File: src/rtl/core/chtc_queue.sv
// short register queue between the front and back parts
// no dependencies

module chtc_queue #(
  parameter int WIDTH = 8,
  parameter int DEPTH = 2
) (
  input  logic             clk,
  input  logic             rst_n,
  input  logic             push,
  input  logic [WIDTH-1:0] wdata,
  input  logic             pop,
  output logic [WIDTH-1:0] rdata,
  output logic             full,
  output logic             empty
);

  localparam int PTR_W = (DEPTH > 1) ? $clog2(DEPTH) : 1;
  localparam int CNT_W = $clog2(DEPTH + 1);
  localparam logic [PTR_W-1:0] LAST = PTR_W'(DEPTH - 1);
  localparam logic [CNT_W-1:0] FULL_CNT = CNT_W'(DEPTH);

  logic [WIDTH-1:0] mem_r [DEPTH];
  logic [PTR_W-1:0] wr_r, rd_r;
  logic [CNT_W-1:0] cnt_r;
  logic             do_push, do_pop;

  assign full    = (cnt_r == FULL_CNT);
  assign empty   = (cnt_r == '0);
  assign do_push = push && !full;
  assign do_pop  = pop && !empty;
  assign rdata   = mem_r[rd_r];

  always_ff @(posedge clk) begin
    if (!rst_n) begin
      wr_r  <= '0;
      rd_r  <= '0;
      cnt_r <= '0;
    end else begin
      if (do_push) wr_r <= (wr_r == LAST) ? '0 : wr_r + 1'b1;
      if (do_pop) rd_r <= (rd_r == LAST) ? '0 : rd_r + 1'b1;
      if (do_push && !do_pop) cnt_r <= cnt_r + 1'b1;
      else if (do_pop && !do_push) cnt_r <= cnt_r - 1'b1;
    end
    if (do_push) mem_r[wr_r] <= wdata;
  end

endmodule

File: config.mk
export PLATFORM = sky130hd
export DESIGN_NAME = chtc_queue
export DESIGN_NICKNAME = d
export VERILOG_FILES = /design/src/rtl/core/chtc_queue.sv
export SDC_FILE = /design/constraint.sdc
export NUM_CORES = 1
export LEC_CHECK = 0
export BUFFER_PORTS_ARGS = -buffer_cell sky130_fd_sc_hd__buf_2
export CAP_MARGIN = 25
export CORE_UTILIZATION = 35
export DETAILED_ROUTE_END_ITERATION = 12
export PLACE_DENSITY = 0.67
export SYNTH_ARGS = -nofsm -noshare
export SYNTH_HDL_FRONTEND = slang
export SYNTH_SLANG_ARGS = --single-unit
File: constraint.sdc
create_clock -name clk -period 4.45 [get_ports clk]
set_clock_uncertainty 0.05 [all_clocks]
set_input_delay 0.445 -clock clk [delete_from_list [all_inputs] [get_ports clk]]
set_output_delay 0.445 -clock clk [all_outputs]
set_load 0.005 [all_outputs]
# --- After elaboration in Yosys (flattened, before gate mapping) ---
# Memories as Yosys holds them, arrays and structs flattened. A register that Yosys moved wholly into a read port is not among the register bits.
# Index checks and enable logic that the tools add are counted.
classes:
  addsub: 4
  n_eq_ne: 1
  mux: 8
  n_reduce_logical: 10
ops:
  columns: ["operator", "count"]
  rows:
  - ["two-way mux 1 bit", 6]
  - ["logical AND 1 bit", 4]
  - ["logical NOT 1 bit", 4]
  - ["two-way mux 2 bit", 2]
  - ["adder 1 bit (second input constant)", 2]
  - ["adder 2 x 1 -> 2 bit (second input constant)", 1]
  - ["equality test 2 bit (second input constant)", 1]
  - ["logical NOT 2 bit", 1]
  - ["nonzero test 2 bit", 1]
  - ["subtractor 2 x 1 -> 2 bit (second input constant)", 1]
word_totals:
  register_bits: 4
  ramBits: 16
  input_bits: 12
  wordCells: 27
  mem_count: 1
mem_list:
  columns: ["name", "words", "word_bits", "read_ports", "rd_clocked_by_memory_dff", "wr", "line_no", "source"]
  rows:
  - ["mem_r", 2, 8, 1, 1, 1, "23", "logic [WIDTH-1:0] mem_r [DEPTH];"]

# --- Depth between registers and ports, before layout ---
depth:
  ltp_word: 7
  mapped_depth: 7
  ltp_nobuf: 7

# --- Worst setup path before layout ---
# OpenSTA, ideal clock, no wires.
synth_path:
  kind: "register to register"
  start: "register cnt_r[0]"
  end: "register cnt_r[1]"
  setup_time_ps: 70
  arrival_time_ps: 1384
  required_ps: 4330
  slack_ps: 2946
  stages_incl_launch_ff: 7
  path_cell_list: "dfxtp_1 > nand2b_1 > inv_2 > nor2_1 > ha_1 > or3_1 > a21boi_1"
synth_via:
  elab_chain_cells: 6
synth_rtl:
  columns: ["element", "line_no", "source"]
  rows:
  - ["start: declaration", "25", "logic [CNT_W-1:0] cnt_r;"]
  - ["start signal: assignment", "42", "if (do_push && !do_pop) cnt_r <= cnt_r + 1'b1;"]
  - ["start signal: assignment", "43", "else if (do_pop && !do_push) cnt_r <= cnt_r - 1'b1;"]
  - ["equality test 2 bit *", "28", "assign full = (cnt_r == FULL_CNT);"]
  - ["via full", "14", "output logic full,"]
  - ["logical NOT 1 bit *", "30", "assign do_push = push && !full;"]
  - ["logical AND 1 bit *", "30", null]
  - ["logical NOT 1 bit", "43", null]
  - ["logical AND 1 bit", "43", null]
  - ["nonzero test 2 bit (no source line)", null, null]
# Mark *: on every way through the listed nets, which the timed path passes. The rest lies on a longest branch. The select of a mux whose other input is x is not followed.
# A chain may end at the register's enable or synchronous reset.

==> out/results.ini <==
[drt]
ant_nets=0
via_count=456
viasPerCell=4.47
drc=0
finalWirelength_um=1100
drt_iter0_markers=2
wl_per_cell_um=10.7
firstDrtPassIters=3

[clocking]
cts-root-buf=clkbuf_4
cts_buffer_depth=2
cts_setup_buffers=0
cts_inserted_buffers=3
cts.htree.levels=1
cts_tree=built
cts_resized=0
cts.sinks=21
hold_buffers=0
clk_pin_slew_worst_paths_ns=0.11
clk_latency_ns=0.29

[power]
power_density_nw_per_um2=524
p_leak_nw=0.382
vdd_drop_max_mv=0.269
power_w=0.000509

[critical_path]
cp.arrival_ns=1.36
slowest_delay_ns=0.55
crit_chain=mux2_2 > buf_2
critPathRequiredTime_ns=3.95
cp_max_fo=8
critPathKind=flip-flop to output pin
crit_buf_inv=1
crit_family=flip-flops
end_kind=output pin
critPathLaunchType=flip-flop
slowest_stage=dfxtp_1

[die]
fp.dieW_um=50.1
initial_utilization_pct=37.0
die_y_um=50.1
ios=22
dieArea_um2=2510
core_area_um2=2190
row_count=17

[finish]
nets=88
syn_to_final_growth_pct=20.1
fill_cells=215
seq_area_um2=581
finalNonFillerCells=102
multiInputGateArea_um2=216
diodes=0
drive_above_1_share_pct=47.3

[synth]
synth_edf_count=16
synth.most_common_cell=edfxtp_1
muxShareOfSynthArea_pct=11.1
yosysWarnings=0
syn_avg_cell_area_um2=16.2
synth_top_family_by_area=multiplexers
synth-simple-area-share_pct=6.80
netlist_top_cells_area=edfxtp_1, dfxtp_1, mux2_2, and2_1, xnor2_1
syn_area_um2=810
ys.flop_type=edfxtp_1
synthArstFlopShare_pct=0
netlist.area_leader.share_pct=59.4
synth.largest_area_cell=edfxtp_1
synth_fp_nets=63
yosysSeqAreaShare_pct=71.7
synth_cells=50
synth_seq_cells=21
synthXorXnorAreaFrac_pct=3.25
synth_compound_area_share_pct=4.02
ys_types=20
synth.top_cells.by_count=edfxtp_1, mux2_2, dfxtp_1
synthAdderAreaFrac_pct=1.55

[worst_hold_path]
hold_path_class=input pin to flip-flop

[global_routing]
grt_pass1_vias=425
grt_overflow=0
antenna_found_initial=0
grt_start_max_net_pins=13
grt_pass1_wl_um=1810
track_usage_pct=10.1

[timing]
slew_headroom_pct=54.3
slew_violations=0
timing.final.crit_share_pct=41.7
period_needed_ns=1.86
worst_pin_slew_ns=0.681
finalWorstSetupSlack_ns=2.59
hold_viol=0
rsz0062_at_grt=no
finalSetupViolations=0
tns_ns=0
fmax_mhz=539

[place]
dp.cells=98
place_worst_setup_slack_ns=2.82
finalWeightedCongestion=0.654
post-dp-hpwl_um=830
portBuffers=21

[run]
maxCapViolCount=0

[status]
status=finished, final reports clean

area by class of cell:
| type | instances | share of cell area [%] |
|---|---|---|
| well taps | 28 | 3.60 |
| multi-input cells | 26 | 22.3 |
| clock inverters | 1 | 0.515 |
| repair buffers | 21 | 10.8 |
| clock buffers | 3 | 2.32 |
| flip-flops and latches | 21 | 59.7 |
| inverters | 2 | 0.772 |
placed cells by master (no fill, tap or decap), drive strengths merged:
cell type,Yosys,final
or3,1,1
buf,1,21
clkinv,0,1
edfxtp,16,16
nor2,2,2
and2,3,3
nand2b,1,1
xor2,1,1
inv,2,2
ha,1,1
mux2,8,8
a21boi,2,2
clkbuf,0,3
o21ai,2,2
dfxtp,5,5
xnor2,2,2
o21a,1,1
and3,1,1
nor3,1,1
power by group:
part            total, W  switching, W  internal [W]
sequential      0.000276     0.0000260      0.000250
combinational   0.000145     0.0000613     0.0000839
clock          0.0000876     0.0000541     0.0000335
total           0.000509      0.000141      0.000368
per-stage QoR:
stage	area [um2]	util [%]	hold WS (ns)
finish	972	44.4	0.279
detailed placement	945	43.1	0.467
global route	972	44.4	0.250
CTS	972	44.4	0.265
global placement	945	43.1	0.459
floorplan	810	-	0.433
cell families (layout without fill, tap and decap cells):
group,after synthesis,after routing
adder cells (fa/ha/maj),1,1
AND/OR/NAND/NOR,9,9
XOR/XNOR,3,3
flip-flops,21,21
multiplexers,8,8
AO/OA/AOI/OAI,5,5
buffers and inverters,3,27
layer usage:
layer | GRT usage (%) | routed length [um] | vias up
met5 | 0 | 0 | -
met4 | 2.86 | 0 | 0
met3 | 5.56 | 77 | 0
met2 | 17.6 | 551 | 17
met1 | 10.4 | 467 | 208
li1 | - | - | 231
worst paths after layout:
check | slack, ns | cells after the start | end | from
max | 2.59 | 2 | rdata[3] | flip-flop
min | 0.28 | 1 | mem_r[0][7]$_DFFE_PP_ | wdata[7]
max reg2reg | 2.82 | 6 | cnt_r[1]$_SDFFE_PN0P_ | cnt_r[0]$_SDFFE_PN0P_
min reg2reg | 0.48 | 2 | cnt_r[1]$_SDFFE_PN0P_ | cnt_r[1]$_SDFFE_PN0P_
sequential cells by signal, indices dropped and copies added (netlist names), named ones only:
register / flops
wr_r: 1
rd_r: 1
cnt_r: 2
mem_r: 16
(Power assumes the default switching activity.)
