$ cat config.mk
export PLATFORM = sky130hd
export DESIGN_NAME = chtc_front_flat
export DESIGN_NICKNAME = d
export VERILOG_FILES = /design/src/rtl/core/chtc_pkg.sv /design/src/rtl/core/chtc_if.sv /design/src/rtl/core/chtc_hash.sv /design/src/rtl/core/chtc_front.sv /design/src/flat_wrapper.sv
export SDC_FILE = /design/constraint.sdc
export NUM_CORES = 1
export LEC_CHECK = 0
export BUFFER_PORTS_ARGS = -buffer_cell sky130_fd_sc_hd__buf_2
export CORE_MARGIN = 8
export CORE_UTILIZATION = 38
export CTS_BUF_LIST = sky130_fd_sc_hd__clkbuf_16
export DETAILED_ROUTE_END_ITERATION = 6
export REMOVE_ABC_BUFFERS = 1
export SYNTH_ARGS = -nofsm -noshare
export SYNTH_HDL_FRONTEND = slang
export SYNTH_SLANG_ARGS = --single-unit
$ cat constraint.sdc
create_clock -name clk -period 18 [get_ports clk]
set_input_delay 0.9 -clock clk [delete_from_list [all_inputs] [get_ports clk]]
set_output_delay 0.9 -clock clk [all_outputs]
set_load 0.01 [all_outputs]
$ cat src/rtl/core/chtc_pkg.sv
// shared types, codes and helper functions for the chained crc32 hash table
// no dependencies

package chtc_pkg;

  localparam int KEY_W     = 64;
  localparam int IDX_IN_W  = 12;
  localparam int STAT_W    = 3;
  localparam int KB_W      = 4;
  localparam int BKT_FLD_W = 16;

  localparam logic [31:0] CRC_POLY = 32'h04C1_1DB7;
  localparam logic [31:0] CRC_INIT = 32'hFFFF_FFFF;
  localparam logic [KB_W-1:0] KB_RESET = 4'd8;

  typedef enum logic [1:0] {
    CMD_FIND   = 2'd0,
    CMD_INSERT = 2'd1,
    CMD_REMOVE = 2'd2,
    CMD_READ   = 2'd3
  } cmd_t;

  typedef enum logic [STAT_W-1:0] {
    ST_DONE  = 3'd0,
    ST_NEW   = 3'd1,
    ST_MISS  = 3'd2,
    ST_FULL  = 3'd3,
    ST_BADID = 3'd4
  } status_t;

  typedef struct packed {
    cmd_t                 cmd;
    logic [KEY_W-1:0]     key;
    logic [IDX_IN_W-1:0]  idx;
    logic                 reclaim;
    logic [BKT_FLD_W-1:0] bucket;
  } q_item_t;

  typedef enum logic {
    FR_IDLE,
    FR_HASH
  } front_state_t;

  typedef enum logic [2:0] {
    HS_IDLE,
    HS_CRC,
    HS_MUL,
    HS_SUB,
    HS_FIX
  } hash_state_t;

  typedef enum logic [3:0] {
    BK_CLEAR,
    BK_IDLE,
    BK_HEAD_RD,
    BK_HEAD_CHK,
    BK_WALK,
    BK_MISS,
    BK_ID_RD,
    BK_ID_CHK,
    BK_REM_HASH,
    BK_UNL_HEAD,
    BK_UNL_HEADFIX,
    BK_UNL_WALK,
    BK_UNL_LINKFIX,
    BK_UNL_LINKNIL,
    BK_REM_FIN
  } back_state_t;

  // zero acts as one byte, anything above eight as eight
  function automatic logic [KB_W-1:0] eff_len(logic [KB_W-1:0] kb);
    logic [KB_W-1:0] n;
    if (kb == '0) n = 4'd1;
    else if (kb > 4'd8) n = 4'd8;
    else n = kb;
    return n;
  endfunction

  function automatic logic [KEY_W-1:0] key_mask(logic [KEY_W-1:0] k, logic [KB_W-1:0] n);
    logic [KEY_W-1:0] m;
    m = '0;
    for (int i = 0; i < 8; i++) begin
      if (KB_W'(i) < n) m[8*i +: 8] = 8'hFF;
    end
    return k & m;
  endfunction

  // one byte of msb-first crc32
  function automatic logic [31:0] crc_byte(logic [31:0] crc, logic [7:0] b);
    logic [31:0] c;
    c = crc ^ {b, 24'h0};
    for (int i = 0; i < 8; i++) begin
      if (c[31]) c = {c[30:0], 1'b0} ^ CRC_POLY;
      else c = {c[30:0], 1'b0};
    end
    return c;
  endfunction

endpackage

$ cat src/rtl/core/chtc_if.sv
// request and result channel interfaces, valid/ready handshake
// depends on chtc_pkg

interface chtc_in_if;
  logic                          valid;
  logic                          ready;
  logic [1:0]                    command;
  logic [chtc_pkg::KEY_W-1:0]    key_in;
  logic [chtc_pkg::IDX_IN_W-1:0] entry_index;
  logic                          reclaim;

  modport source (output valid, output command, output key_in, output entry_index,
                  output reclaim, input ready);
  modport sink (input valid, input command, input key_in, input entry_index,
                input reclaim, output ready);
endinterface


$ cat src/rtl/core/chtc_hash.sv
// bucket hash unit: crc32 one byte a cycle, then remainder by reciprocal multiply, subtract and final correction
// depends on chtc_pkg

module chtc_hash #(
  parameter int NUM_BUCKETS = 2039
) (
  input  logic                                 clk,
  input  logic                                 rst_n,
  input  logic                                 start,
  input  logic [chtc_pkg::KEY_W-1:0]           key,
  input  logic [chtc_pkg::KB_W-1:0]            nbytes,
  output logic                                 done,
  output logic [((NUM_BUCKETS > 1) ? $clog2(NUM_BUCKETS) : 1)-1:0] bucket
);
  import chtc_pkg::*;

  localparam int BKT_W = (NUM_BUCKETS > 1) ? $clog2(NUM_BUCKETS) : 1;
  localparam logic [31:0] NB1   = 32'(NUM_BUCKETS);
  localparam logic [31:0] NB2   = 32'(2 * NUM_BUCKETS);
  localparam logic [31:0] RECIP = 32'(64'hFFFF_FFFF / NUM_BUCKETS);

  hash_state_t      state_r, state_nxt;
  logic [31:0]      crc_r, crc_nxt;
  logic [31:0]      q_r, q_nxt;
  logic [KEY_W-1:0] key_r, key_nxt;
  logic [KB_W-1:0]  cnt_r, cnt_nxt;
  logic [BKT_W-1:0] rem_r, rem_nxt;
  logic             done_r, done_nxt;

  always_ff @(posedge clk) begin
    if (!rst_n) begin
      state_r <= HS_IDLE;
      done_r  <= 1'b0;
    end else begin
      state_r <= state_nxt;
      done_r  <= done_nxt;
    end
    crc_r <= crc_nxt;
    q_r   <= q_nxt;
    key_r <= key_nxt;
    cnt_r <= cnt_nxt;
    rem_r <= rem_nxt;
  end

  always_comb begin
    logic [63:0] p;
    logic [31:0] qn;
    logic [31:0] r;
    state_nxt = state_r;
    crc_nxt   = crc_r;
    q_nxt     = q_r;
    key_nxt   = key_r;
    cnt_nxt   = cnt_r;
    rem_nxt   = rem_r;
    done_nxt  = 1'b0;
    p  = '0;
    qn = '0;
    r  = crc_r;
    unique case (state_r)
      HS_IDLE: begin
        if (start) begin
          crc_nxt   = CRC_INIT;
          key_nxt   = key;
          cnt_nxt   = nbytes;
          state_nxt = HS_CRC;
        end
      end
      HS_CRC: begin
        crc_nxt = crc_byte(crc_r, key_r[7:0]);
        key_nxt = key_r >> 8;
        cnt_nxt = cnt_r - 1'b1;
        if (cnt_r <= 4'd1) state_nxt = HS_MUL;
      end
      HS_MUL: begin
        // quotient estimate, at most two below the true quotient
        p         = 64'(crc_r) * 64'(RECIP);
        q_nxt     = p[63:32];
        state_nxt = HS_SUB;
      end
      HS_SUB: begin
        qn        = q_r * NB1;
        crc_nxt   = crc_r - qn;
        state_nxt = HS_FIX;
      end
      HS_FIX: begin
        // partial remainder is below three times the bucket count
        if (crc_r >= NB2) r = crc_r - NB2;
        else if (crc_r >= NB1) r = crc_r - NB1;
        rem_nxt   = BKT_W'(r);
        done_nxt  = 1'b1;
        state_nxt = HS_IDLE;
      end
      default: state_nxt = HS_IDLE;
    endcase
  end

  assign done   = done_r;
  assign bucket = rem_r;

endmodule

$ cat src/rtl/core/chtc_front.sv
// front part: accepts requests, hashes find and insert keys, queues the work
// depends on chtc_pkg, chtc_if, chtc_hash

module chtc_front #(
  parameter int NUM_BUCKETS = 2039
) (
  input  logic                     clk,
  input  logic                     rst_n,
  input  logic [chtc_pkg::KB_W-1:0] eff_len,
  input  logic                     hold,
  chtc_in_if.sink                  in_ch,
  input  logic                     q_full,
  output logic                     q_push,
  output chtc_pkg::q_item_t        q_data
);
  import chtc_pkg::*;

  localparam int BKT_W = (NUM_BUCKETS > 1) ? $clog2(NUM_BUCKETS) : 1;

  front_state_t     state_r, state_nxt;
  q_item_t          it_r, it_nxt;
  logic             hash_start, hash_done, accept;
  logic [BKT_W-1:0] hash_bucket;

  chtc_hash #(.NUM_BUCKETS(NUM_BUCKETS)) u_hash (
    .clk    (clk),
    .rst_n  (rst_n),
    .start  (hash_start),
    .key    (in_ch.key_in),
    .nbytes (eff_len),
    .done   (hash_done),
    .bucket (hash_bucket)
  );

  always_ff @(posedge clk) begin
    if (!rst_n) state_r <= FR_IDLE;
    else state_r <= state_nxt;
    it_r <= it_nxt;
  end

  always_comb begin
    q_item_t req;
    req.cmd     = cmd_t'(in_ch.command);
    req.key     = key_mask(in_ch.key_in, eff_len);
    req.idx     = in_ch.entry_index;
    req.reclaim = in_ch.reclaim;
    req.bucket  = '0;
    state_nxt   = state_r;
    it_nxt      = it_r;
    hash_start  = 1'b0;
    q_push      = 1'b0;
    q_data      = req;
    in_ch.ready = 1'b0;
    accept      = 1'b0;
    unique case (state_r)
      FR_IDLE: begin
        in_ch.ready = !hold && !q_full;
        accept = in_ch.valid && in_ch.ready;
        if (accept) begin
          if (req.cmd == CMD_FIND || req.cmd == CMD_INSERT) begin
            hash_start = 1'b1;
            it_nxt     = req;
            state_nxt  = FR_HASH;
          end else begin
            q_push = 1'b1;
          end
        end
      end
      FR_HASH: begin
        if (hash_done) begin
          q_data        = it_r;
          q_data.bucket = BKT_FLD_W'(hash_bucket);
          q_push        = 1'b1;
          state_nxt     = FR_IDLE;
        end
      end
      default: state_nxt = FR_IDLE;
    endcase
  end

endmodule

$ cat src/flat_wrapper.sv
// flat-port wrapper written by rule: the top's interface ports become plain ports
module chtc_front_flat import chtc_pkg::*;
#(
  parameter int NUM_BUCKETS = 2039
)
  (clk, rst_n, eff_len, hold, q_full, q_push, q_data, in_ch_valid, in_ch_command, in_ch_key_in, in_ch_entry_index, in_ch_reclaim, in_ch_ready);
  chtc_in_if in_ch_i ();
  input  logic clk;
  input  logic rst_n;
  input  logic [chtc_pkg::KB_W-1:0] eff_len;
  input  logic hold;
  input  logic q_full;
  output logic q_push;
  output chtc_pkg::q_item_t q_data;
  input wire logic [$bits(in_ch_i.valid)-1:0] in_ch_valid;
  input wire logic [$bits(in_ch_i.command)-1:0] in_ch_command;
  input wire logic [$bits(in_ch_i.key_in)-1:0] in_ch_key_in;
  input wire logic [$bits(in_ch_i.entry_index)-1:0] in_ch_entry_index;
  input wire logic [$bits(in_ch_i.reclaim)-1:0] in_ch_reclaim;
  output wire logic [$bits(in_ch_i.ready)-1:0] in_ch_ready;
  assign in_ch_i.valid = in_ch_valid;
  assign in_ch_i.command = in_ch_command;
  assign in_ch_i.key_in = in_ch_key_in;
  assign in_ch_i.entry_index = in_ch_entry_index;
  assign in_ch_i.reclaim = in_ch_reclaim;
  assign in_ch_ready = in_ch_i.ready;
  chtc_front #(.NUM_BUCKETS(NUM_BUCKETS)) u_core (.clk(clk), .rst_n(rst_n), .eff_len(eff_len), .hold(hold), .in_ch(in_ch_i), .q_full(q_full), .q_push(q_push), .q_data(q_data));
endmodule
Yosys cells after proc, flatten, opt, wreduce, memory -nomap -nowiden
Cells that the tools add are included.
{"block": "word_totals", "register_bits": 217, "latch_bits": 0, "ram_bits": 0, "romBits": 0, "output_inout_bits": 97, "wordCells": 107, "mem_count": 0}
{"block": "classes", "n_addsub": 4, "mul": 2, "n_div": 0, "n_lt_le_gt_ge": 11, "n_eq_ne": 7, "shift": 0, "muxes": 47, "bitwise_logic": 11, "n_reduce_logical": 13}
{"cell": "32-bit 2-to-1 mux", "n": 8}
{"cell": "27-bit 2-to-1 mux", "n": 8}
{"cell": "95-bit 2-to-1 mux", "n": 2}
{"cell": "64-bit one-hot mux with 2 select lines", "n": 1}
{"cell": "14-bit inverter", "n": 8}
{"cell": "32-bit one-hot mux with 3 select lines", "n": 1}
{"cell": "64-bit bitwise AND", "n": 1}
{"cell": "64-bit 2-to-1 mux", "n": 1}
{"cell": "8-bit 2-to-1 mux", "n": 8}
{"cell": "32-bit by 19-bit multiplier with 51-bit output (second input constant)", "n": 1}
{"cell": "32-bit by 11-bit greater-or-equal comparator with 1-bit output (second input constant)", "n": 1}
{"cell": "32-bit by 12-bit greater-or-equal comparator with 1-bit output (second input constant)", "n": 1}
{"cell": "22-bit by 11-bit multiplier with 32-bit output (second input constant)", "n": 1}
{"cell": "32-bit subtractor", "n": 1}
{"cell": "32-bit XOR", "n": 1}
{"cell": "11-bit 2-to-1 mux", "n": 2}
{"cell": "11-bit subtractor (second input constant)", "n": 2}
{"cell": "3-bit by 4-bit less-than comparator with 1-bit output (first input constant)", "n": 4}
{"cell": "3-bit one-hot mux with 4 select lines", "n": 1}
{"cell": "1-bit 2-to-1 mux", "n": 9}
{"cell": "1-bit by 4-bit less-than comparator with 1-bit output (first input constant)", "n": 2}
{"cell": "2-bit by 4-bit less-than comparator with 1-bit output (first input constant)", "n": 2}
{"cell": "4-bit one-hot mux with 2 select lines", "n": 1}
{"cell": "3-bit by 2-bit equality test with 1-bit output (second input constant)", "n": 2}
{"cell": "other kinds (20)", "n": 26}

Logic depth before layout (Yosys ltp)
Gate-level depths: netlist (run 1).
{"block": "logic_depth", "word_depth": 25, "ltp_mapped": 20, "ltp_nobuf": 19}

Cells and area by module
Synthesis (run 1) repeated with hierarchy kept, for this count alone.
{"block": "unflattened", "cells_unflattened": 2221, "area_unflattened_um2": 22635.5}
{"module": "chtc_hash", "n_inst": 1, "cells_each": 1829, "area_each_um2": 18196.2, "seq_area_each_um2": 4073.9}
{"module": "chtc_front", "n_inst": 1, "cells_each": 392, "area_each_um2": 4439.3, "seq_area_each_um2": 2392.3}

Least setup slack after synthesis (run 1)
Ideal clock, no wire load.
{"block": "synth_path", "path_type": "input -> register", "from": "in q_full", "to": "reg u_core.u_hash.cnt_r[0], enable pin", "t_arrival_ps": 9604, "t_required_ps": 17423, "slack_ps": 7819, "cell_stages": 5, "n_path_buf": 0, "path_cell_list": "nor3_1 -> nand2_1 -> nor2_1 -> nor2_1 -> nor3_1"}
{"block": "synth_between", "elab_chain_cells": 7}
{"item": "from (decl)", "line_no": "flat_wrapper.sv:12", "text": "input logic q_full;"}
{"item": "1-bit logical NOT", "line_no": "chtc_front.sv:57", "text": "in_ch.ready = !hold && !q_full;"}
{"item": "1-bit logical AND", "line_no": "chtc_front.sv:57"}
{"item": "1-bit logical AND", "line_no": "chtc_front.sv:58", "text": "accept = in_ch.valid && in_ch.ready;"}
{"item": "1-bit 2-to-1 mux", "line_no": "chtc_front.sv:59", "text": "if (accept) begin"}
{"item": "1-bit 2-to-1 mux", "line_no": "chtc_front.sv:55", "text": "unique case (state_r)"}
{"item": "2-bit by 1-bit != test with 1-bit output (no source line)"}
{"item": "2-bit AND reduction (no source line)"}
{"item": "to (signal assigned)", "line_no": "chtc_hash.sv:41", "text": "cnt_r <= cnt_nxt;"}
{"item": "to (decl)", "line_no": "chtc_hash.sv:26", "text": "logic [KB_W-1:0] cnt_r, cnt_nxt;"}
No other way between the ends.
A chain may end at the register's enable or synchronous reset.

Worst setup path after layout (run 1)
{"block": "layout_path", "from": "reg u_core.u_hash.q_r[0]", "to": "reg u_core.u_hash.crc_r[31] (data pin)"}
{"block": "layout_between", "elab_chain_cells": 3}
{"item": "from (decl)", "line_no": "chtc_hash.sv:24", "text": "logic [31:0] q_r, q_nxt;"}
{"item": "from (signal assigned)", "line_no": "chtc_hash.sv:39", "text": "q_r <= q_nxt;"}
{"item": "22-bit by 11-bit multiplier with 32-bit output", "line_no": "chtc_hash.sv:81", "text": "qn = q_r * NB1;"}
{"item": "32-bit subtractor", "line_no": "chtc_hash.sv:82", "text": "crc_nxt = crc_r - qn;"}
{"item": "32-bit one-hot mux with 3 select lines", "line_no": "chtc_hash.sv:59", "text": "unique case (state_r)"}
{"item": "net u_core.u_hash.crc_nxt[31]", "line_no": "chtc_hash.sv:23", "text": "logic [31:0] crc_r, crc_nxt;"}
{"item": "to (signal assigned)", "line_no": "chtc_hash.sv:38", "text": "crc_r <= crc_nxt;"}
{"item": "to (decl)", "line_no": "chtc_hash.sv:23"}
The timed path passes the listed nets, and every way through them passes these cells.

==> metrics.md, run 1 <==
| Metric | Value |
|---|---|
| Cts repair resizes | `0` |
| Routed wire per std cell | `18.9 um` |
| Relative slew slack | `0.274` |
| CTS Sinks | `approximately 220` |
| DRC violations left | `0` |
| Commonest non-fill, non-tap cell in the layout | `inv_1` |
| Deepest clock path buffer count | `3` |
| Fin Setup TNS | `0 ns` |
| Maxcap violations | `0` |
| RSZ-0062 raised after global routing | `no` |
| Setup violation total in the final timing report | `0` |
| Share of cells above drive strength 1 | `0.158` |
| Fin nets | `between 2000 and 3000` |
| H-tree levels | `1` |
| Seq/Total Area, Yosys | `0.292` |
| Worst-Margin Slew | `approximately 1.1 ns` |
| Via count | `~15000` |
| F_max | `roughly 160 MHz` |
| CTS buffer count | `26` |
| Post-synthesis average cell area | `around 11 um2` |
| Final RePlAce weighted congestion | `between 0.8 and 0.9` |
| Clk_skew | `roughly 0.014 ns` |
| Die area | `66200 um2` |
| Count of final hold-check violations | `0` |
| Clk slew on worst S/H paths | `about 0.070 ns` |
| DRT Wirelength | `approximately 57000 um` |
| Dpl ws | `11.84 ns` |
| Initial antenna violation count | `5` |
| Hpwl dp | `between 40000 and 50000 um` |
| Crit end category | `register` |
| Die Span X | `between 200 and 300 um` |
| Die extent in y | `approximately 260 um` |
| Worst Slack Setup Final | `roughly 12 ns` |
| CP Data Arrival Time | `between 6 and 7 ns` |
| IO Pins | `approximately 190` |
| CTS Hold Buffers Added | `0` |
| Initial Util | `0.384` |
| CP Max Fanout | `10` |
| Row Count | `between 80 and 90` |
| Final Critical Period | `around 6.2 ns` |
| Post-synth ARST share | `0` |
| Pins Over Slew Limit | `0` |
| Worst EP required | `between 15 and 20 ns` |
| Distinct cells, synth | `79` |
| CTS tree | `built` |
| Setup Crit Path Kind | `register to register` |
| Largest net degree at the start of global routing | `74` |
| CP startpoint kind | `register` |
| Commonest non-fill, non-tap cells in the layout | `419 x inv_1, 251 x ha_1, 236 x fa_1` |
| Vias in the first global route | `16500` |
| Synth Cell Area | `around 22000 um2` |
| Number of synthesized flops with an enable pin | `around 210` |
| Hold Path Class | `register to register` |
| Final period util | `0.346` |
| First-pass DRT Iterations | `5` |
| Area delta synth->final | `11.8%` |
| Final core occ | `0.430` |
| ANT nets after route | `0` |
| I/O Buffers | `about 180` |
| Vias per inst | `4.96` |
| Yosys warning count | `0` |
| Initial drt markers | `919` |
| R2r setup slk | `11.77 ns` |
| Clk Latency, worst-skew pair | `0.58 ns` |
| Total track usage | `0.173` |
| Status | `finished, final reports clean` |
| Worst hold slack | `around 0.5 ns` |
| Remaining global-route overflow | `0` |
| Setup Fix Bufs, Post-CTS | `0` |
| Root buffer cell | `clkbuf_16` |
| Core Box Area | `between 50000 and 60000 um2` |
| First-pass GRT wire length | `just over 90000 um` |
| #FFs+latches synth | `~220` |
| Synth Instances | `about 2100` |
| Post-synth top flop | `edfxtp_1` |
sequential cells by signal, summed over array words and instances (netlist names):
register / cells
u_core.it_r: 79
u_core.u_hash.key_r: 64
u_core.u_hash.crc_r: 32
u_core.u_hash.q_r: 22
u_core.u_hash.bucket: 11
u_core.u_hash.cnt_r: 4
u_core.u_hash.state_r: 3
u_core.state_r: 1
u_core.u_hash.done: 1
critical path, cell delays in order, from the launching register on:
cell and delay (ns):
edfxtp_1 0.65, inv_1 0.21, fa_1 0.57, inv_1 0.06, fa_1 0.50, inv_1 0.06
fa_1 0.52, fa_1 0.55, inv_1 0.06, fa_1 0.53, inv_1 0.04, ha_1 0.37
a21o_1 0.19, a31o_1 0.18, a311oi_1 0.48, o211ai_2 0.20, a31oi_2 0.39, nor3_1 0.11
o21ai_0 0.17, nand4b_1 0.11
metrics by stage:
step / instances / instance area, um2
final: 3035 / 24700
after global routing: 3034 / 24700
after CTS: 3034 / 24700
after detailed placement: 2988 / 23900
after global placement: 2988 / 23900
after floorplan: 2029 / 21900
final timing paths:
check	endpoint	cells past startpoint	start
max	u_core.u_hash.crc_r[31]	19	u_core.u_hash.q_r[0]
min	u_core.u_hash.key_r[26]	2	u_core.u_hash.key_r[34]
max reg2reg	u_core.u_hash.crc_r[31]	19	u_core.u_hash.q_r[0]
min reg2reg	u_core.u_hash.key_r[26]	2	u_core.u_hash.key_r[34]
cell families after synthesis:
group / synth area share
adder cells (fa/ha/maj): 0.355
buffers and inverters: 0.0803
AND/OR/NAND/NOR: 0.0993
AO/OA/AOI/OAI: 0.0723
flip-flops: 0.292
XOR/XNOR: 0.0581
multiplexers: 0.0422
other: 0.000169
synth_stat cells, types with 15 or more instances:
| cell type | number | area, um2 |
|---|---|---|
| o21ai_0 | 45 | 225 |
| xnor2_1 | 87 | 762 |
| nand2_1 | 235 | 882 |
| fa_1 | 236 | 4720 |
| clkbuf_1 | 42 | 158 |
| inv_1 | 415 | 1560 |
| nor3_1 | 21 | 105 |
| xor2_1 | 26 | 228 |
| mux2_2 | 79 | 890 |
| and2_1 | 44 | 275 |
| o211ai_1 | 15 | 113 |
| nor2b_1 | 40 | 250 |
| nor2_1 | 48 | 180 |
| a21oi_1 | 63 | 315 |
| ha_1 | 251 | 3140 |
| and3_1 | 24 | 150 |
| edfxtp_1 | 212 | 6370 |
| a21o_1 | 27 | 203 |
metal layers:
layer	vias up	GRT usage	wire length, um
met3	76	0.0334	3270
met2	393	0.292	27800
met5	-	0	13
met4	2	0.0397	1190
li1	7124	-	-
met1	7468	0.227	25200
cell type report:
class | instances | area [um2]
multi-input combinational | 1396 | 13900
clock inverter | 20 | 156
antenna | 1 | 2.50
inverter | 416 | 1560
tap | 765 | 957
sequential | 217 | 6470
clock buffer | 26 | 651
timing repair buffer | 194 | 1010
fill | 5436 | 32800
Power of run 1 is not shown: default switching activity piles up to over one toggle a cycle in this logic, so the estimate is an artifact.
==> run 2: changes to the inputs <==
ABC_AREA = 1   (was default)
clock period = 5.3 ns   (was 18 ns; I/O delays follow)
==> metrics.md, run 2 <==
| Metric | Value |
|---|---|
| Count of final hold-check violations | `0 (unchanged)` |
| Post-synth ARST share | `0 (unchanged)` |
| IO Pins | `185 (unchanged)` |
| Vias in the first global route | `19700 (was 16500)` |
| Row Count | `93 (was 88)` |
| Die extent in y | `269 um (was 257 um)` |
| Commonest non-fill, non-tap cells in the layout | `639 x inv_1, 503 x nand2_1, 241 x ha_1 (was 419 x inv_1, 251 x ha_1, 236 x fa_1)` |
| Pleak | `around 14 nW` |
| Hold_sp | `in_ch_key_in[20] (was u_core.u_hash.key_r[34])` |
| Die Span X | `269 um (was 257 um)` |
| RSZ-0062 raised after global routing | `yes (was no)` |
| Initial drt markers | `1432 (was 919)` |
| Clk_skew | `0.0370 ns (was 0.0140 ns)` |
| Top post-synthesis cells by area | `edfxtp_1 26%, fa_1 19%, ha_1 13% (was edfxtp_1 29%, fa_1 21%, ha_1 14%)` |
| Area delta synth->final | `15.8% (was 11.8%)` |
| Clk Latency, worst-skew pair | `0.59 ns (was 0.58 ns)` |
| Root buffer cell | `clkbuf_16 (unchanged)` |
| CP Cell Sequence | `inv_2 > fa_1 > inv_1 > fa_1 > inv_1 > fa_1 > fa_1 > inv_1 > fa_1 > inv_1 > ha_1 > nand2_1 > nor3_2 > nand2_1 > nor3_1 > nand2_1 > nand2_1 > nand2_1 > nand3_1 > nand2_1 (was inv_1 > fa_1 > inv_1 > fa_1 > inv_1 > fa_1 > fa_1 > inv_1 > fa_1 > inv_1 > ha_1 > a21o_1 > a31o_1 > a311oi_1 > o211ai_2 > a31oi_2 > nor3_1 > o21ai_0 > nand4b_1)` |
| Distinct cells, synth | `52 (was 79)` |
| Crit end category | `register (unchanged)` |
| Worst EP required | `5.63 ns (was 18.30 ns)` |
| Largest regs | `u_core.it_r (79), u_core.u_hash.key_r (64), u_core.u_hash.crc_r (32) (unchanged)` |
| Most frequent cell after synthesis | `inv_1 (unchanged)` |
| Synth Instances | `2840 (was 2076)` |
| Share of cells above drive strength 1 | `0.156 (was 0.158)` |
| I/O Buffers | `179 (unchanged)` |
| CTS tree | `built (unchanged)` |
| Seq/Total Area, Yosys | `0.265 (was 0.292)` |
| Met3 wire len | `5200 um (was 3270 um)` |
| DRC violations left | `0 (unchanged)` |
| Synth area leader | `edfxtp_1 (unchanged)` |
| Yosys warning count | `0 (unchanged)` |
| Met2 wire length | `33900 um (was 27800 um)` |
| Worst path top cell family by delay | `adder cells (unchanged)` |
| Placed insts | `3909 (was 2988)` |
| Yosys top cell area share | `0.261 (was 0.288)` |
| First-pass GRT wire length | `116000 um (was 91800 um)` |
| R2r endpoint | `u_core.u_hash.crc_r[30] (was u_core.u_hash.crc_r[31])` |
| Total track usage | `0.204 (was 0.173)` |
| Synth Cell Area | `24400 um2 (was 22100 um2)` |
| Vias per inst | `4.89 (was 4.96)` |
| Worst-path cell with the longest stage delay | `fa_1 (was edfxtp_1)` |
| R2r setup slk | `0.22 ns (was 11.77 ns)` |
| Hold Path Class | `primary input to register (was register to register)` |
| Worst Hold Depth | `3 (was 2)` |
| First-pass DRT Iterations | `6 (was 5)` |
| Worst-Margin Slew | `0.970 ns (was 1.08 ns)` |
| Fin Setup TNS | `0 ns (unchanged)` |
| Deepest clock path buffer count | `3 (unchanged)` |
| Fin nets | `3697 (was 2826)` |
| Final period util | `0.959 (was 0.346)` |
| Post-synth top flop | `edfxtp_1 (unchanged)` |
| Max reg flops | `79 (unchanged)` |
| CP startpoint kind | `register (unchanged)` |
| Commonest non-fill, non-tap cell in the layout | `inv_1 (unchanged)` |
| Worst Reg-to-Reg Cells | `20 (was 19)` |
| F_max | `197 MHz (was 161 MHz)` |
| Uppermost routed layer | `met5 (unchanged)` |
| RR Startpoint | `u_core.u_hash.q_r[19] (was u_core.u_hash.q_r[0])` |
| Maxcap violations | `0 (unchanged)` |
| Relative slew slack | `0.350 (was 0.274)` |
| Finished Layout Cells | `4001 (was 3035)` |
| Via count | `19600 (was 15100)` |
| Worst IR Drop VDD | `approximately 0.00021 V` |
| Most flops, register | `u_core.it_r (unchanged)` |
| Routed wire per std cell | `18.7 um (was 18.9 um)` |
| Worst Path Buf+Inv | `5 (unchanged)` |
| CP Data Arrival Time | `5.41 ns (was 6.53 ns)` |
| CTS buffer count | `28 (was 26)` |
| Core Box Area | `64000 um2 (was 57600 um2)` |
| Status | `finished, final reports clean (unchanged)` |
| Final Critical Period | `5.08 ns (was 6.23 ns)` |
| Top cells by count, synth | `650 x inv_1, 516 x nand2_1, 251 x ha_1, 237 x nor2_1, 236 x fa_1 (was 415 x inv_1, 251 x ha_1, 236 x fa_1, 235 x nand2_1, 212 x edfxtp_1)` |
| Post-route cell area | `28200 um2 (was 24700 um2)` |
| Hpwl dp | `61400 um (was 46200 um)` |
| Clk slew on worst S/H paths | `0.06 ns (was 0.07 ns)` |
| Post-synthesis average cell area | `8.58 um2 (was 10.7 um2)` |
| Final RePlAce weighted congestion | `0.943 (was 0.896)` |
| Setup violation total in the final timing report | `0 (unchanged)` |
| Most used cell, CP | `nand2_1` |
| Wl on met1 | `33300 um (was 25200 um)` |
| Hold EP | `u_core.u_hash.key_r[20] (was u_core.u_hash.key_r[26])` |
| DRT Wirelength | `74900 um (was 57500 um)` |
| #FFs+latches synth | `217 (unchanged)` |
| Crit-path max cell delay | `0.55 ns (was 0.65 ns)` |
| Placed cell areas | `26700 um2 (was 23900 um2)` |
| CTS Sinks | `217 (unchanged)` |
| CP Max Fanout | `5 (was 10)` |
| H-tree levels | `1 (unchanged)` |
| Setup Crit Path Kind | `register to register (unchanged)` |
| Number of synthesized flops with an enable pin | `212 (unchanged)` |
| ANT nets after route | `0 (unchanged)` |
| Initial Util | `0.381 (was 0.384)` |
| Initial antenna violation count | `7 (was 5)` |
| Largest net degree at the start of global routing | `136 (was 74)` |
| Die area | `72500 um2 (was 66200 um2)` |
| Remaining global-route overflow | `0 (unchanged)` |
| PwrDens | `about 240 nW/um2` |
| Pins Over Slew Limit | `0 (unchanged)` |
run 2: changes by cell type after synthesis, moves of 42 or more:
| cell | delta |
|---|---|
| o21ai_0 | +116 |
| and2_1 | -42 |
| nor2_1 | +189 |
| nand3_1 | +90 |
| inv_1 | +235 |
| nand2_1 | +281 |
| xnor2_1 | -65 |
| a21oi_1 | +60 |
run 2: where the power goes:
part	internal, mW	total [mW]	switching, mW
combinational	0.978	2.77	1.79
sequential	1.97	2.00	0.0336
clock	1.15	1.97	0.811
run 2: area by class of cell:
cell class              instances  area, um2
clock buffers                  28        701
well taps                     855       1070
repair buffers                293       1850
clock inverters                23        233
flip-flops and latches        217       6470
fillers                      6386      35800
multi-input cells            1924      15400
inverters                     658       2480
diodes                          3       7.51
run 2: kinds of logic after synthesis:
kind of cell,count (synthesis),share of synthesized area
flops,217,0.265
xor+xnor,84,0.0348
buf+inv,703,0.111
mux,71,0.0328
compound gates,336,0.0736
other cells,1,0.000154
simple gates,941,0.160
fa+ha+maj,487,0.323
run 2: worst max path at each step:
stage | endpoint | cells after the start | start | slack [ns]
2_1_floorplan | u_core.u_hash.cnt_r[0] | 5 | u_core.state_r | -1.20
3_3_place_gp | u_core.u_hash.crc_r[14] | 16 | u_core.u_hash.q_r[6] | 0.07
3_5_place_dp | u_core.u_hash.crc_r[30] | 19 | u_core.u_hash.q_r[11] | -0.04
4_1_cts | u_core.u_hash.crc_r[18] | 17 | u_core.u_hash.q_r[6] | 0.003
5_1_grt | u_core.u_hash.crc_r[24] | 24 | u_core.u_hash.q_r[3] | -0.02
6_report | u_core.u_hash.crc_r[30] | 20 | u_core.u_hash.q_r[19] | 0.22
run 2: through the flow:
stage               hold WS, ns  power (mW)  setup slack [ns]   util
floorplan                 0.364        3.78             -1.20      -
global placement          0.454        4.67            0.0717  0.418
detailed placement        0.458        4.67           -0.0388  0.418
global route             0.0232        7.19           -0.0207  0.441
finish                   0.0255        6.74             0.215  0.441
CTS                     0.00234        6.67           0.00306  0.437
run 2: repair_timing:
item / 4_1_cts / 5_1_grt
pin swaps: 0 / 3
setup endpoints to repair: 2 / 23
hold endpoints to repair: 42 / 0
gates resized for setup: 1 / 88
hold buffers: 30 / 0
setup buffers: 0 / 8
run 2: metal layers:
layer / up-vias / global-route usage
met5: - / 0
met3: 113 / 0.0424
met4: 10 / 0.0612
met1: 9252 / 0.273
li1: 9527 / -
met2: 660 / 0.330
run 2: tightest hold or removal path, delay by kind of cell:
kind                   cells  cell delay (ns)
buffers and inverters      2             0.11
AOI/OAI and AO/OA          1             0.14
Note: power is estimated with default switching activity, not from simulation.
